**src/hdl/tkm_pkg.sv**
```systemverilog
// shared types and constants of the top-k trimmed mean tracker
// no dependencies
package tkm_pkg;

   localparam int SampleWidth      = 16;
   localparam int CountWidth       = 6;
   localparam int KeepCountDefault = 32;
   localparam int TrimCountDefault = 4;
   localparam int CsrDataWidth     = 32;
   localparam int CsrAddrWidth     = 4;

   typedef enum logic [2:0] {
      CELL_HOLD,
      CELL_INSERT,
      CELL_REPLACE,
      CELL_ROTATE,
      CELL_CLEAR
   } cell_op_type;

   typedef struct packed {
      cell_op_type            op;
      logic [SampleWidth-1:0] sample;
   } cell_cmd_type;

   // handed from a cell to its right neighbor
   typedef struct packed {
      logic [SampleWidth-1:0] value;
      logic                   gt;
      logic                   valid;
   } left_link_type;

   // handed from a cell to its left neighbor
   typedef struct packed {
      logic [SampleWidth-1:0] value;
      logic                   lt;
   } right_link_type;

   typedef enum logic [1:0] {
      ST_IDLE,
      ST_SUM,
      ST_DIV,
      ST_OUT
   } ctrl_state_type;

   typedef enum logic [1:0] {
      REG_BLACK_LEVEL    = 2'd0,
      REG_MIN_DELTA      = 2'd1,
      REG_CAPTURE_ENABLE = 2'd2
   } reg_index_type;

endpackage

```
**src/hdl/tkm_if.sv**
```systemverilog
// request and response channel interfaces of the tracker
// depends on tkm_pkg
interface tkm_req_if;
   import tkm_pkg::*;
   logic                   valid;
   logic                   ready;
   logic                   mode;
   logic [SampleWidth-1:0] sample;

   modport source (output valid, output mode, output sample, input ready);
   modport sink (input valid, input mode, input sample, output ready);
endinterface

interface tkm_rsp_if;
   import tkm_pkg::*;
   logic                   valid;
   logic                   ready;
   logic [SampleWidth-1:0] white_reference;
   logic [CountWidth-1:0]  kept_count;
   logic                   accepted;

   modport source (output valid, output white_reference, output kept_count,
                   output accepted, input ready);
   modport sink (input valid, input white_reference, input kept_count,
                 input accepted, output ready);
endinterface

```
**src/hdl/tkm_cell.sv**
```systemverilog
// one cell of the sorted store: holds a kept value and its valid bit
// depends on tkm_pkg
module tkm_cell (
   input  logic                    clock,
   input  logic                    reset,
   input  tkm_pkg::cell_cmd_type   cmd,
   input  tkm_pkg::left_link_type  left_in,
   input  tkm_pkg::right_link_type right_in,
   output tkm_pkg::left_link_type  left_out,
   output tkm_pkg::right_link_type right_out
);
   import tkm_pkg::*;

   logic [SampleWidth-1:0] value_ff;
   logic [SampleWidth-1:0] value_in;
   logic                   valid_ff;
   logic                   valid_in;
   logic                   gt;
   logic                   lt;

   assign gt = !valid_ff || (value_ff > cmd.sample);
   assign lt = value_ff < cmd.sample;

   assign left_out.value  = value_ff;
   assign left_out.gt     = gt;
   assign left_out.valid  = valid_ff;
   assign right_out.value = value_ff;
   assign right_out.lt    = lt;

   always_comb begin
      value_in = value_ff;
      valid_in = valid_ff;
      case (cmd.op)
         CELL_INSERT: begin
            if (gt) begin
               value_in = left_in.gt ? left_in.value : cmd.sample;
            end
            valid_in = valid_ff | left_in.valid;
         end
         CELL_REPLACE: begin
            if (right_in.lt) begin
               value_in = right_in.value;
            end else if (lt) begin
               value_in = cmd.sample;
            end
         end
         CELL_ROTATE: value_in = right_in.value;
         CELL_CLEAR:  valid_in = 1'b0;
         default: ;
      endcase
   end

   always_ff @(posedge clock) begin
      value_ff <= value_in;
      if (reset) begin
         valid_ff <= 1'b0;
      end else begin
         valid_ff <= valid_in;
      end
   end

endmodule

```
**src/hdl/tkm_div.sv**
```systemverilog
// iterative restoring divider, one quotient bit per cycle
// no dependencies
module tkm_div #(
   parameter int DividendWidth = 22,
   parameter int DivisorWidth  = 6
) (
   input  logic                     clock,
   input  logic                     reset,
   input  logic                     start,
   input  logic [DividendWidth-1:0] dividend,
   input  logic [DivisorWidth-1:0]  divisor,
   output logic                     done,
   output logic [DividendWidth-1:0] quotient
);
   localparam int IterWidth = $clog2(DividendWidth + 1);

   logic [DividendWidth-1:0] quo_ff;
   logic [DividendWidth-1:0] quo_in;
   logic [DivisorWidth-1:0]  rem_ff;
   logic [DivisorWidth-1:0]  rem_in;
   logic [IterWidth-1:0]     iter_ff;
   logic [IterWidth-1:0]     iter_in;
   logic                     busy_ff;
   logic                     busy_in;
   logic [DivisorWidth:0]    trial;
   logic [DivisorWidth:0]    diff;
   logic                     ge;

   assign trial    = {rem_ff, quo_ff[DividendWidth-1]};
   assign ge       = trial >= {1'b0, divisor};
   assign diff     = trial - {1'b0, divisor};
   assign done     = busy_ff && (iter_ff == IterWidth'(1));
   assign quotient = quo_ff;

   always_comb begin
      quo_in  = quo_ff;
      rem_in  = rem_ff;
      iter_in = iter_ff;
      busy_in = busy_ff;
      if (start) begin
         quo_in  = dividend;
         rem_in  = '0;
         iter_in = IterWidth'(DividendWidth);
         busy_in = 1'b1;
      end else if (busy_ff) begin
         quo_in  = {quo_ff[DividendWidth-2:0], ge};
         rem_in  = ge ? diff[DivisorWidth-1:0] : trial[DivisorWidth-1:0];
         iter_in = iter_ff - IterWidth'(1);
         busy_in = !done;
      end
   end

   always_ff @(posedge clock) begin
      quo_ff  <= quo_in;
      rem_ff  <= rem_in;
      iter_ff <= iter_in;
      if (reset) begin
         busy_ff <= 1'b0;
      end else begin
         busy_ff <= busy_in;
      end
   end

endmodule

```
**src/hdl/top_k_trimmed_mean_tracker.sv**
```systemverilog
// Keeps the KEEP_COUNT largest qualifying samples of one channel in a sorted
// row of cells and reports the rounded mean of them without the TRIM_COUNT
// largest (of all of them while no more than TRIM_COUNT are kept). One word
// is taken at a time: the store updates in the accept cycle, the kept values
// then circulate once through the row to be summed, and the divider then
// works out the quotient one bit at a time. The next word is taken while the
// previous result still waits in the output register.
// depends on tkm_pkg, tkm_if, tkm_cell, tkm_div
module top_k_trimmed_mean_tracker #(
   parameter int KEEP_COUNT = tkm_pkg::KeepCountDefault,
   parameter int TRIM_COUNT = tkm_pkg::TrimCountDefault
) (
   input  logic                              clock,
   input  logic                              reset,
   tkm_req_if.sink                           req,
   tkm_rsp_if.source                         rsp,
   input  logic                              psel,
   input  logic                              penable,
   input  logic                              pwrite,
   input  logic [tkm_pkg::CsrAddrWidth-1:0]  paddr,
   input  logic [tkm_pkg::CsrDataWidth-1:0]  pwdata,
   output logic [tkm_pkg::CsrDataWidth-1:0]  prdata,
   output logic                              pready
);
   import tkm_pkg::*;

   localparam int CntW  = $clog2(KEEP_COUNT + 1);
   localparam int StepW = $clog2(KEEP_COUNT);
   localparam int SumW  = 17 + $clog2(KEEP_COUNT);
   localparam int ExtW  = CntW + CountWidth;

   // configuration registers
   logic [SampleWidth-1:0] black_level_ff;
   logic [SampleWidth-1:0] min_delta_ff;
   logic                   capture_enable_ff;
   logic                   csr_write;
   reg_index_type          csr_index;

   assign pready    = 1'b1;
   assign csr_write = psel && penable && pwrite && pready;
   assign csr_index = reg_index_type'(paddr[3:2]);

   always_comb begin
      unique case (csr_index)
         REG_BLACK_LEVEL:    prdata = CsrDataWidth'(black_level_ff);
         REG_MIN_DELTA:      prdata = CsrDataWidth'(min_delta_ff);
         REG_CAPTURE_ENABLE: prdata = CsrDataWidth'(capture_enable_ff);
         default:            prdata = '0;
      endcase
   end

   always_ff @(posedge clock) begin
      if (reset) begin
         black_level_ff    <= '0;
         min_delta_ff      <= '0;
         capture_enable_ff <= 1'b0;
      end else if (csr_write) begin
         unique case (csr_index)
            REG_BLACK_LEVEL:    black_level_ff    <= pwdata[SampleWidth-1:0];
            REG_MIN_DELTA:      min_delta_ff      <= pwdata[SampleWidth-1:0];
            REG_CAPTURE_ENABLE: capture_enable_ff <= pwdata[0];
            default: ;
         endcase
      end
   end

   // control
   ctrl_state_type         state_ff;
   ctrl_state_type         state_in;
   logic                   req_accept;
   logic                   load_out;
   logic                   div_start;
   logic                   div_done;
   logic [SumW-1:0]        quotient;
   logic                   last_step;
   logic [StepW-1:0]       step_ff;
   logic [StepW-1:0]       step_in;
   logic [SumW-1:0]        sum_ff;
   logic [SumW-1:0]        sum_in;
   logic [CntW-1:0]        count_ff;
   logic [CntW-1:0]        count_in;
   logic [CntW-1:0]        used;
   logic [31:0]            count_wide32;
   logic                   acc_ff;
   logic                   acc_in;
   logic                   capture;
   logic                   full;
   cell_op_type            update_op;
   cell_cmd_type           cmd;
   left_link_type          lnk  [KEEP_COUNT+1];
   right_link_type         rlnk [KEEP_COUNT+1];

   logic                   rsp_valid_ff;
   logic [SampleWidth-1:0] white_ff;
   logic [CountWidth-1:0]  kept_ff;
   logic                   accepted_ff;
   logic [ExtW-1:0]        count_ext;

   assign full       = lnk[KEEP_COUNT].valid;
   assign capture    = !req.mode && capture_enable_ff &&
                       ({1'b0, req.sample} >= ({1'b0, black_level_ff} + {1'b0, min_delta_ff}));
   assign req_accept = req.valid && req.ready;
   assign last_step  = step_ff == StepW'(KEEP_COUNT - 1);

   assign count_wide32 = 32'(count_ff);
   assign used = (count_wide32 > 32'(TRIM_COUNT)) ? CntW'(count_wide32 - 32'(TRIM_COUNT))
                                                  : count_ff;

   always_comb begin
      if (req.mode) begin
         update_op = CELL_CLEAR;
      end else if (!capture) begin
         update_op = CELL_HOLD;
      end else if (!full) begin
         update_op = CELL_INSERT;
      end else if (rlnk[0].lt) begin
         update_op = CELL_REPLACE;
      end else begin
         update_op = CELL_HOLD;
      end
   end

   // next state
   always_comb begin
      state_in = state_ff;
      unique case (state_ff)
         ST_IDLE: if (req_accept) state_in = ST_SUM;
         ST_SUM:  if (last_step) state_in = (used == '0) ? ST_OUT : ST_DIV;
         ST_DIV:  if (div_done) state_in = ST_OUT;
         ST_OUT:  if (load_out) state_in = ST_IDLE;
         default: state_in = ST_IDLE;
      endcase
   end

   // control outputs
   always_comb begin
      req.ready  = 1'b0;
      cmd.op     = CELL_HOLD;
      cmd.sample = req.sample;
      div_start  = 1'b0;
      load_out   = 1'b0;
      unique case (state_ff)
         ST_IDLE: begin
            req.ready = 1'b1;
            if (req.valid) cmd.op = update_op;
         end
         ST_SUM: begin
            cmd.op    = CELL_ROTATE;
            div_start = last_step && (used != '0);
         end
         ST_DIV: ;
         ST_OUT:  load_out = !rsp_valid_ff || rsp.ready;
         default: ;
      endcase
   end

   // kept count, step counter, running sum
   always_comb begin
      count_in = count_ff;
      acc_in   = acc_ff;
      step_in  = step_ff;
      sum_in   = sum_ff;
      if (req_accept) begin
         step_in = '0;
         sum_in  = '0;
         acc_in  = (update_op == CELL_INSERT) || (update_op == CELL_REPLACE);
         if (update_op == CELL_CLEAR) begin
            count_in = '0;
         end else if (update_op == CELL_INSERT) begin
            count_in = count_ff + CntW'(1);
         end
      end else if (state_ff == ST_SUM) begin
         step_in = step_ff + StepW'(1);
         if (CntW'(step_ff) < used) begin
            sum_in = sum_ff + SumW'(rlnk[0].value);
         end
      end
   end

   always_ff @(posedge clock) begin
      step_ff <= step_in;
      sum_ff  <= sum_in;
      acc_ff  <= acc_in;
      if (reset) begin
         state_ff <= ST_IDLE;
         count_ff <= '0;
      end else begin
         state_ff <= state_in;
         count_ff <= count_in;
      end
   end

   // row of cells
   assign lnk[0].value = '0;
   assign lnk[0].gt    = 1'b0;
   assign lnk[0].valid = 1'b1;
   assign rlnk[KEEP_COUNT].value = rlnk[0].value;
   assign rlnk[KEEP_COUNT].lt    = 1'b0;

   for (genvar i = 0; i < KEEP_COUNT; i++) begin : g_cell
      tkm_cell u_cell (
         .clock     (clock),
         .reset     (reset),
         .cmd       (cmd),
         .left_in   (lnk[i]),
         .right_in  (rlnk[i+1]),
         .left_out  (lnk[i+1]),
         .right_out (rlnk[i])
      );
   end

   tkm_div #(
      .DividendWidth (SumW),
      .DivisorWidth  (CntW)
   ) u_div (
      .clock    (clock),
      .reset    (reset),
      .start    (div_start),
      .dividend (sum_in + SumW'(used >> 1)),
      .divisor  (used),
      .done     (div_done),
      .quotient (quotient)
   );

   // output register
   assign count_ext = ExtW'(count_ff);

   always_ff @(posedge clock) begin
      if (load_out) begin
         white_ff    <= (used == '0) ? black_level_ff : quotient[SampleWidth-1:0];
         kept_ff     <= count_ext[CountWidth-1:0];
         accepted_ff <= acc_ff;
      end
      if (reset) begin
         rsp_valid_ff <= 1'b0;
      end else if (load_out) begin
         rsp_valid_ff <= 1'b1;
      end else if (rsp.ready) begin
         rsp_valid_ff <= 1'b0;
      end
   end

   assign rsp.valid           = rsp_valid_ff;
   assign rsp.white_reference = white_ff;
   assign rsp.kept_count      = kept_ff;
   assign rsp.accepted        = accepted_ff;

endmodule
```
**src/flat_wrapper.sv**
```systemverilog
// flat-port wrapper written by rule: the top's interface ports become plain ports
module top_k_trimmed_mean_tracker_flat import tkm_pkg::*;
#(
   parameter int KEEP_COUNT = tkm_pkg::KeepCountDefault,
   parameter int TRIM_COUNT = tkm_pkg::TrimCountDefault
)
  (clock, reset, psel, penable, pwrite, paddr, pwdata, prdata, pready, req_valid, req_mode, req_sample, req_ready, rsp_valid, rsp_white_reference, rsp_kept_count, rsp_accepted, rsp_ready);
  tkm_req_if req_i ();
  tkm_rsp_if rsp_i ();
  input  logic clock;
  input  logic reset;
  input  logic psel;
  input  logic penable;
  input  logic pwrite;
  input  logic [tkm_pkg::CsrAddrWidth-1:0] paddr;
  input  logic [tkm_pkg::CsrDataWidth-1:0] pwdata;
  output logic [tkm_pkg::CsrDataWidth-1:0] prdata;
  output logic pready;
  input wire logic [$bits(req_i.valid)-1:0] req_valid;
  input wire logic [$bits(req_i.mode)-1:0] req_mode;
  input wire logic [$bits(req_i.sample)-1:0] req_sample;
  output wire logic [$bits(req_i.ready)-1:0] req_ready;
  output wire logic [$bits(rsp_i.valid)-1:0] rsp_valid;
  output wire logic [$bits(rsp_i.white_reference)-1:0] rsp_white_reference;
  output wire logic [$bits(rsp_i.kept_count)-1:0] rsp_kept_count;
  output wire logic [$bits(rsp_i.accepted)-1:0] rsp_accepted;
  input wire logic [$bits(rsp_i.ready)-1:0] rsp_ready;
  assign req_i.valid = req_valid;
  assign req_i.mode = req_mode;
  assign req_i.sample = req_sample;
  assign req_ready = req_i.ready;
  assign rsp_valid = rsp_i.valid;
  assign rsp_white_reference = rsp_i.white_reference;
  assign rsp_kept_count = rsp_i.kept_count;
  assign rsp_accepted = rsp_i.accepted;
  assign rsp_i.ready = rsp_ready;
  top_k_trimmed_mean_tracker #(.KEEP_COUNT(KEEP_COUNT), .TRIM_COUNT(TRIM_COUNT)) u_core (.clock(clock), .reset(reset), .req(req_i), .rsp(rsp_i), .psel(psel), .penable(penable), .pwrite(pwrite), .paddr(paddr), .pwdata(pwdata), .prdata(prdata), .pready(pready));
endmodule
```
**config.mk**
```make
export PLATFORM = sky130hd
export DESIGN_NAME = top_k_trimmed_mean_tracker_flat
export DESIGN_NICKNAME = d
export VERILOG_FILES = /design/src/hdl/tkm_pkg.sv /design/src/hdl/tkm_if.sv /design/src/hdl/tkm_cell.sv /design/src/hdl/tkm_div.sv /design/src/hdl/top_k_trimmed_mean_tracker.sv /design/src/flat_wrapper.sv
export SDC_FILE = /design/constraint.sdc
export NUM_CORES = 2
export LEC_CHECK = 0
export ABC_AREA = 1
export BUFFER_PORTS_ARGS = -buffer_cell sky130_fd_sc_hd__clkbuf_2
export CORE_MARGIN = 1
export CORE_UTILIZATION = 60
export CTS_BUF_LIST = sky130_fd_sc_hd__clkbuf_4 sky130_fd_sc_hd__clkbuf_8
export CTS_CLUSTER_SIZE = 14
export DETAILED_ROUTE_END_ITERATION = 8
export PLACE_DENSITY_LB_ADDON = 0.05
export SLEW_MARGIN = 0
export SYNTH_ARGS = -nofsm -noshare
export SYNTH_HDL_FRONTEND = slang
export SYNTH_HIERARCHICAL = 1
export SYNTH_SLANG_ARGS = --single-unit
```
**constraint.sdc**
```tcl
create_clock -name clock -period 10.9 [get_ports clock]
set_clock_uncertainty 0.05 [all_clocks]
set_input_delay 2.18 -clock clock [delete_from_list [all_inputs] [get_ports clock]]
set_output_delay 2.18 -clock clock [all_outputs]
set_load 0.02 [all_outputs]
```
# --- After elaboration in Yosys (flattened, before gate mapping) ---
# Index checks and enable logic that the tools add are counted.
word_totals:
  regBits: 671
  input_bits: 60
  output_inout_bits: 58
  elab_cells: 611
classes:
  n_addsub: 8
  n_lt_le_gt_ge: 68
  eq_ne: 82
  muxes: 220
  n_bitwise: 31
  reduce_logical: 122
op_table:
  columns: ["cell", "n"]
  rows:
  - ["$mux 16", 127]
  - ["$pmux 16 s3", 33]
  - ["$gt 16x16->1", 32]
  - ["$lt 16x16->1", 32]
  - ["$mux 22", 5]
  - ["$reduce_and 3->1", 32]
  - ["$ne 3x3->1 const B", 31]
  - ["$ne 2x2->1 const B", 34]
  - ["$pmux 1 s2", 32]
  - ["$logic_not 1->1", 35]
  - ["$logic_or 1x1->1", 34]
  - ["$or 1x1->1", 31]
  - ["$mux 6", 4]
  - ["$add 22x16->22", 1]
  - ["$add 22x5->22", 1]
  - ["$add 16x16->17", 1]
  - ["$ge 16x17->1", 1]
  - ["$mux 3", 4]
  - ["$mux 2", 5]
  - ["$eq 3x2->1 const B", 3]
  - ["$mux 1", 8]
  - ["$pmux 2 s4", 1]
  - ["$reduce_and 2->1", 4]
  - ["$reduce_bool 2->1", 4]
  - ["other kinds (22)", 36]

# --- Longest topological paths before layout ---
logic_depth:
  word_depth: 10
  depth_mapped: 33

# --- Modules after synthesis ---
# The synthesis kept the hierarchy.
modules_own_cells:
  columns: ["mod", "n_inst", "cells_each", "area_each_um2", "seq_area_each_um2"]
  rows:
  - ["tkm_cell (u_core.g_cell[0].u_cell ...)", 30, 181, 1542.7, 500.5]
  - ["top_k_trimmed_mean_tracker", 1, 1021, 7143.1, 2102.0]
  - ["tkm_cell (u_core.g_cell[20].u_cell ...)", 2, 181, 1531.5, 500.5]
  - ["tkm_div", 1, 227, 1885.6, 900.9]

# --- Worst setup path before layout ---
# Ideal clock, no wire load.
synth_path:
  path_type: "input -> register"
  startpoint: "in req_sample[8]"
  endpoint: "reg u_core.g_cell[0].u_cell.value_ff[0], enable pin"
  setup_ps: 364
  arrival_time_ps: 9530
  setup_slack_ps: 957
  stages: 20
  n_path_buf: 0
  cell_sequence: "ha_1 inv_1 nor3_1 nand2_1 o21bai_1 nand3_1 nand2_1 nand2_1 nand2_1 nand2_1 nand2_1 o31ai_1 inv_2 nor2_4 o21ai_2 inv_4 nor2_1 o21ai_1 nand2_1 inv_1"
synth_lines:
  columns: ["item", "line_no", "source"]
  rows:
  - ["start: declaration", "flat_wrapper.sv:21", "input wire logic [$bits(req_i.sample)-1:0] req_sample;"]
  - ["end signal: assignment", "tkm_cell.sv:54", "value_ff <= value_in;"]
  - ["end: declaration", "tkm_cell.sv:14", "logic [SampleWidth-1:0] value_ff;"]

==> report_table.html <==
<table>
<tr><th>Metric</th><th>Value</th></tr>
<tr><th colspan="2">Detailed routing</th></tr>
<tr><td>Total vias in the final route</td><td>45150</td></tr>
<tr><td>Number of remaining DRC errors</td><td>0</td></tr>
<tr><td>Post-DRT Antenna Nets</td><td>0</td></tr>
<tr><td>Total wire length after detailed routing</td><td>153800 µm</td></tr>
<tr><td>Via-to-Cell Ratio</td><td>5.725</td></tr>
<tr><td>Drt initial violations</td><td>4231</td></tr>
<tr><td>Detailed-router iteration count before antenna repair</td><td>6</td></tr>
<tr><td>WL per Instance</td><td>19.50 µm</td></tr>
<tr><th colspan="2">GRT</th></tr>
<tr><td>Total congestion overflow after global routing</td><td>0</td></tr>
<tr><td>Via count of the first global-routing pass</td><td>42949</td></tr>
<tr><td>Maximum number of pins on one net before global-route repair</td><td>76</td></tr>
<tr><td>Wire length of the first global-routing pass</td><td>241200 µm</td></tr>
<tr><td>Antenna violations before repair</td><td>3</td></tr>
<tr><td>Total routing resource utilization after global routing</td><td>0.3104</td></tr>
<tr><th colspan="2">STA</th></tr>
<tr><td>Hold Worst Slack</td><td>0.4231 ns</td></tr>
<tr><td>Number of setup violations in the final report</td><td>0</td></tr>
<tr><td>Max transition margin</td><td>0.3107</td></tr>
<tr><td>Final critical-path share of the clock period</td><td>0.6067</td></tr>
<tr><td>Minimum setup slack in the final design</td><td>4.287 ns</td></tr>
<tr><td>Maximum achievable frequency</td><td>151.2 MHz</td></tr>
<tr><td>Final hold violations</td><td>0</td></tr>
<tr><td>Post-route setup TNS</td><td>0 ns</td></tr>
<tr><td>Slew @ Worst Pin</td><td>1.034 ns</td></tr>
<tr><td>Number of pins exceeding their max-slew limit in the final report</td><td>0</td></tr>
<tr><td>Final worst path period need</td><td>6.613 ns</td></tr>
<tr><td>RSZ-0062 raised after global routing</td><td>false</td></tr>
<tr><th colspan="2">Final layout</th></tr>
<tr><td>Layout cell share with drive strength beyond 1</td><td>0.1489</td></tr>
<tr><td>Design area</td><td>0.05737 mm²</td></tr>
<tr><td>Commonest cells after routing, fill and taps aside</td><td>nand2_1, inv_1, nand3_1, ha_1, edfxtp_1</td></tr>
<tr><td>Final-layout fill cell count</td><td>8846</td></tr>
<tr><td>Most common library cell in the layout ignoring fill and taps</td><td>nand2_1</td></tr>
<tr><td>Layout Area Growth over Synthesis</td><td>-1.706%</td></tr>
<tr><td>Number of nets in the layout</td><td>7162</td></tr>
<tr><th colspan="2">Placement</th></tr>
<tr><td>Post-DP HPWL</td><td>114600 µm</td></tr>
<tr><td>Count of input and output buffers</td><td>82</td></tr>
<tr><td>Weighted congestion at the end of routability-driven global placement</td><td>0.9078</td></tr>
<tr><td>Area of placed instances</td><td>0.05473 mm²</td></tr>
<tr><td>Worst setup slack before clock tree synthesis</td><td>3.479 ns</td></tr>
<tr><th colspan="2">Die</th></tr>
<tr><td>Overall die height</td><td>313.9 µm</td></tr>
<tr><td>Core area</td><td>0.09657 mm²</td></tr>
<tr><td>Die footprint</td><td>0.09852 mm²</td></tr>
<tr><td>Initial cell density of the core</td><td>0.6044</td></tr>
<tr><td>Die W</td><td>313.9 µm</td></tr>
<tr><td>Core Rows</td><td>114</td></tr>
<tr><td>Count of boundary I/O pins</td><td>118</td></tr>
<tr><th colspan="2">Power and ir drop</th></tr>
<tr><td>Power per cell area</td><td>309.8 mW/mm²</td></tr>
<tr><td>Portion of total power attributed to combinational logic</td><td>0.499</td></tr>
<tr><td>Switch Pwr</td><td>8.286 mW</td></tr>
<tr><td>Switch share</td><td>0.4663</td></tr>
<tr><td>Total power after layout</td><td>17.77 mW</td></tr>
<tr><td>Internal Dissipation</td><td>9.485 mW</td></tr>
<tr><td>Reported leakage power</td><td>26.48 nW</td></tr>
<tr><td>Clk pwr share</td><td>0.147</td></tr>
<tr><td>Maximum ir drop on the vdd rail</td><td>0.1784 mV</td></tr>
<tr><td>Flop pwr share</td><td>0.354</td></tr>
<tr><th colspan="2">Clock network</th></tr>
<tr><td>Number of buffers created by CTS</td><td>133</td></tr>
<tr><td>Deepest level of the CTS H-tree</td><td>4</td></tr>
<tr><td>Clock edge transition at the registers on the reported setup and hold paths</td><td>0.06 ns</td></tr>
<tr><td>CTS root buffer</td><td>clkbuf_8</td></tr>
<tr><td>CTS Sinks</td><td>671</td></tr>
<tr><td>Clock network latency to the later pin of the worst-skew pair</td><td>0.82 ns</td></tr>
<tr><td>Post CTS Setup Buffer Count</td><td>0</td></tr>
<tr><td>CTS tree</td><td>done</td></tr>
<tr><td>Bufs on Longest Clock Path</td><td>3</td></tr>
<tr><td>Number of gates given a new drive strength after cts</td><td>0</td></tr>
<tr><td>Hold Buf Count CTS</td><td>0</td></tr>
<tr><th colspan="2">Run status</th></tr>
<tr><td>Run status</td><td>completed</td></tr>
<tr><th colspan="2">Worst setup path</th></tr>
<tr><td>Delay-heaviest family, CP</td><td>simple AND/OR/NAND/NOR gates</td></tr>
<tr><td>Most frequent cell on the critical path</td><td>nand2_1</td></tr>
<tr><td>Critical path buffer and inverter count</td><td>4</td></tr>
<tr><td>Worst-path maximum fanout</td><td>46</td></tr>
<tr><td>Worst Path Required</td><td>11.27 ns</td></tr>
<tr><td>Nature of the critical path startpoint</td><td>input pin</td></tr>
<tr><td>Type of element capturing the critical path</td><td>register</td></tr>
<tr><td>Critical Setup Path Class</td><td>input pin to register</td></tr>
<tr><td>Critical path, cell by cell</td><td>clkbuf_2 -&gt; ha_1 -&gt; nand2_1 -&gt; nor2_1 -&gt; nand2_1 -&gt; o21bai_1 -&gt; nand3_1 -&gt; nand2_1 -&gt; nand2_1 -&gt; nand2_1 -&gt; nand2_1 -&gt; nand4_1 -&gt; nand2_4 -&gt; buf_4 -&gt; inv_1 -&gt; nor3_1 -&gt; nor2_1 -&gt; o21ai_1 -&gt; nand2_1 -&gt; inv_1</td></tr>
<tr><td>Max stage delay cell, worst path</td><td>nand2_4</td></tr>
<tr><td>Arrival @ worst endpoint</td><td>6.99 ns</td></tr>
<tr><td>Delay contributed by the slowest stage of the critical path</td><td>0.79 ns</td></tr>
<tr><th colspan="2">Synthesis</th></tr>
<tr><td>Instance count of the mapped netlist</td><td>7038</td></tr>
<tr><td>Synthesis Warnings</td><td>6</td></tr>
<tr><td>Mean instance size in the synthesized netlist</td><td>8.292 µm²</td></tr>
<tr><td>Mapped cell area</td><td>0.05836 mm²</td></tr>
<tr><th colspan="2">Job</th></tr>
<tr><td>Max-cap violations</td><td>0</td></tr>
<tr><th colspan="2">Min path</th></tr>
<tr><td>HP Class</td><td>register to register</td></tr>
</table>
-- routing by layer --
| metal | GRT usage | up-vias | wire length, µm |
|---|---|---|---|
| li1 | - | 22205 | - |
| met1 | 0.4289 | 21363 | 68940 |
| met2 | 0.5012 | 1327 | 70820 |
| met3 | 0.04242 | 253 | 9674 |
| met4 | 0.1000 | 2 | 4370 |
| met5 | 0 | - | 7 |
-- sequential cells by signal, summed over array words and instances, names as in the netlist, 2 cells and up --
signal	cells
u_core/u_div/quotient	22
u_core/min_delta_ff	16
u_core/g_cell.u_cell/valid_ff	32
u_core/sum_ff	22
u_core/state_ff	2
u_core/black_level_ff	16
u_core/rsp.kept_count	6
u_core/u_div/rem_ff	6
u_core/step_ff	5
u_core/u_div/iter_ff	5
u_core/rsp.white_reference	16
u_core/g_cell.u_cell/value_ff	512
u_core/count_ff	6
-- worst reg2reg max path: cells and delay by family (launching register included) --
family | cells | cell delay, ns
AO/OA/AOI/OAI | 7 | 1.11
XOR/XNOR | 1 | 0.16
adder cells (fa/ha/maj) | 2 | 0.65
buffers and inverters | 3 | 1.13
flip-flops | 1 | 0.33
AND/OR/NAND/NOR | 17 | 2.67
-- through the flow --
step	utilization	cells
after floorplan	-	7072
after global placement	0.5667	7650
after detailed placement	0.5667	7650
after CTS	0.5940	7885
after global routing	0.5941	7886
final	0.5941	7886
-- final timing paths --
path | from | to | slack [ns] | cells past startpoint
worst max-delay path | req_sample[10] | u_core/g_cell[24].u_cell/value_ff[14] | 4.29 | 20
worst min-delay path | u_core/u_div/rem_ff[5] | u_core/u_div/rem_ff[5] | 0.42 | 2
worst max register to register | u_core/min_delta_ff[2] | u_core/g_cell[24].u_cell/value_ff[14] | 4.40 | 30
worst min register to register | u_core/u_div/rem_ff[5] | u_core/u_div/rem_ff[5] | 0.42 | 2
-- power groups by stage --
stage	clock network [mW]	logic [mW]	registers [mW]
global placement	0	8.60	6.28
detailed placement	0	8.83	6.28
global route	2.77	10.0	6.39
finish	2.61	8.87	6.29
floorplan	0	8.63	5.60
CTS	2.67	8.87	6.25
-- cell type report --
cell class,count,area (µm²),area share
flip-flops and latches,671,19020,0.3315
well taps,1276,1597,0.02783
clock inverters,33,170.2,0.002966
clock buffers,202,2467,0.04301
repair buffers,114,655.6,0.01143
diodes,1,2.502,0.00004362
inverters,1006,3928,0.06846
multi-input cells,4583,29530,0.5147
Note: power is estimated with default switching activity, not from simulation.
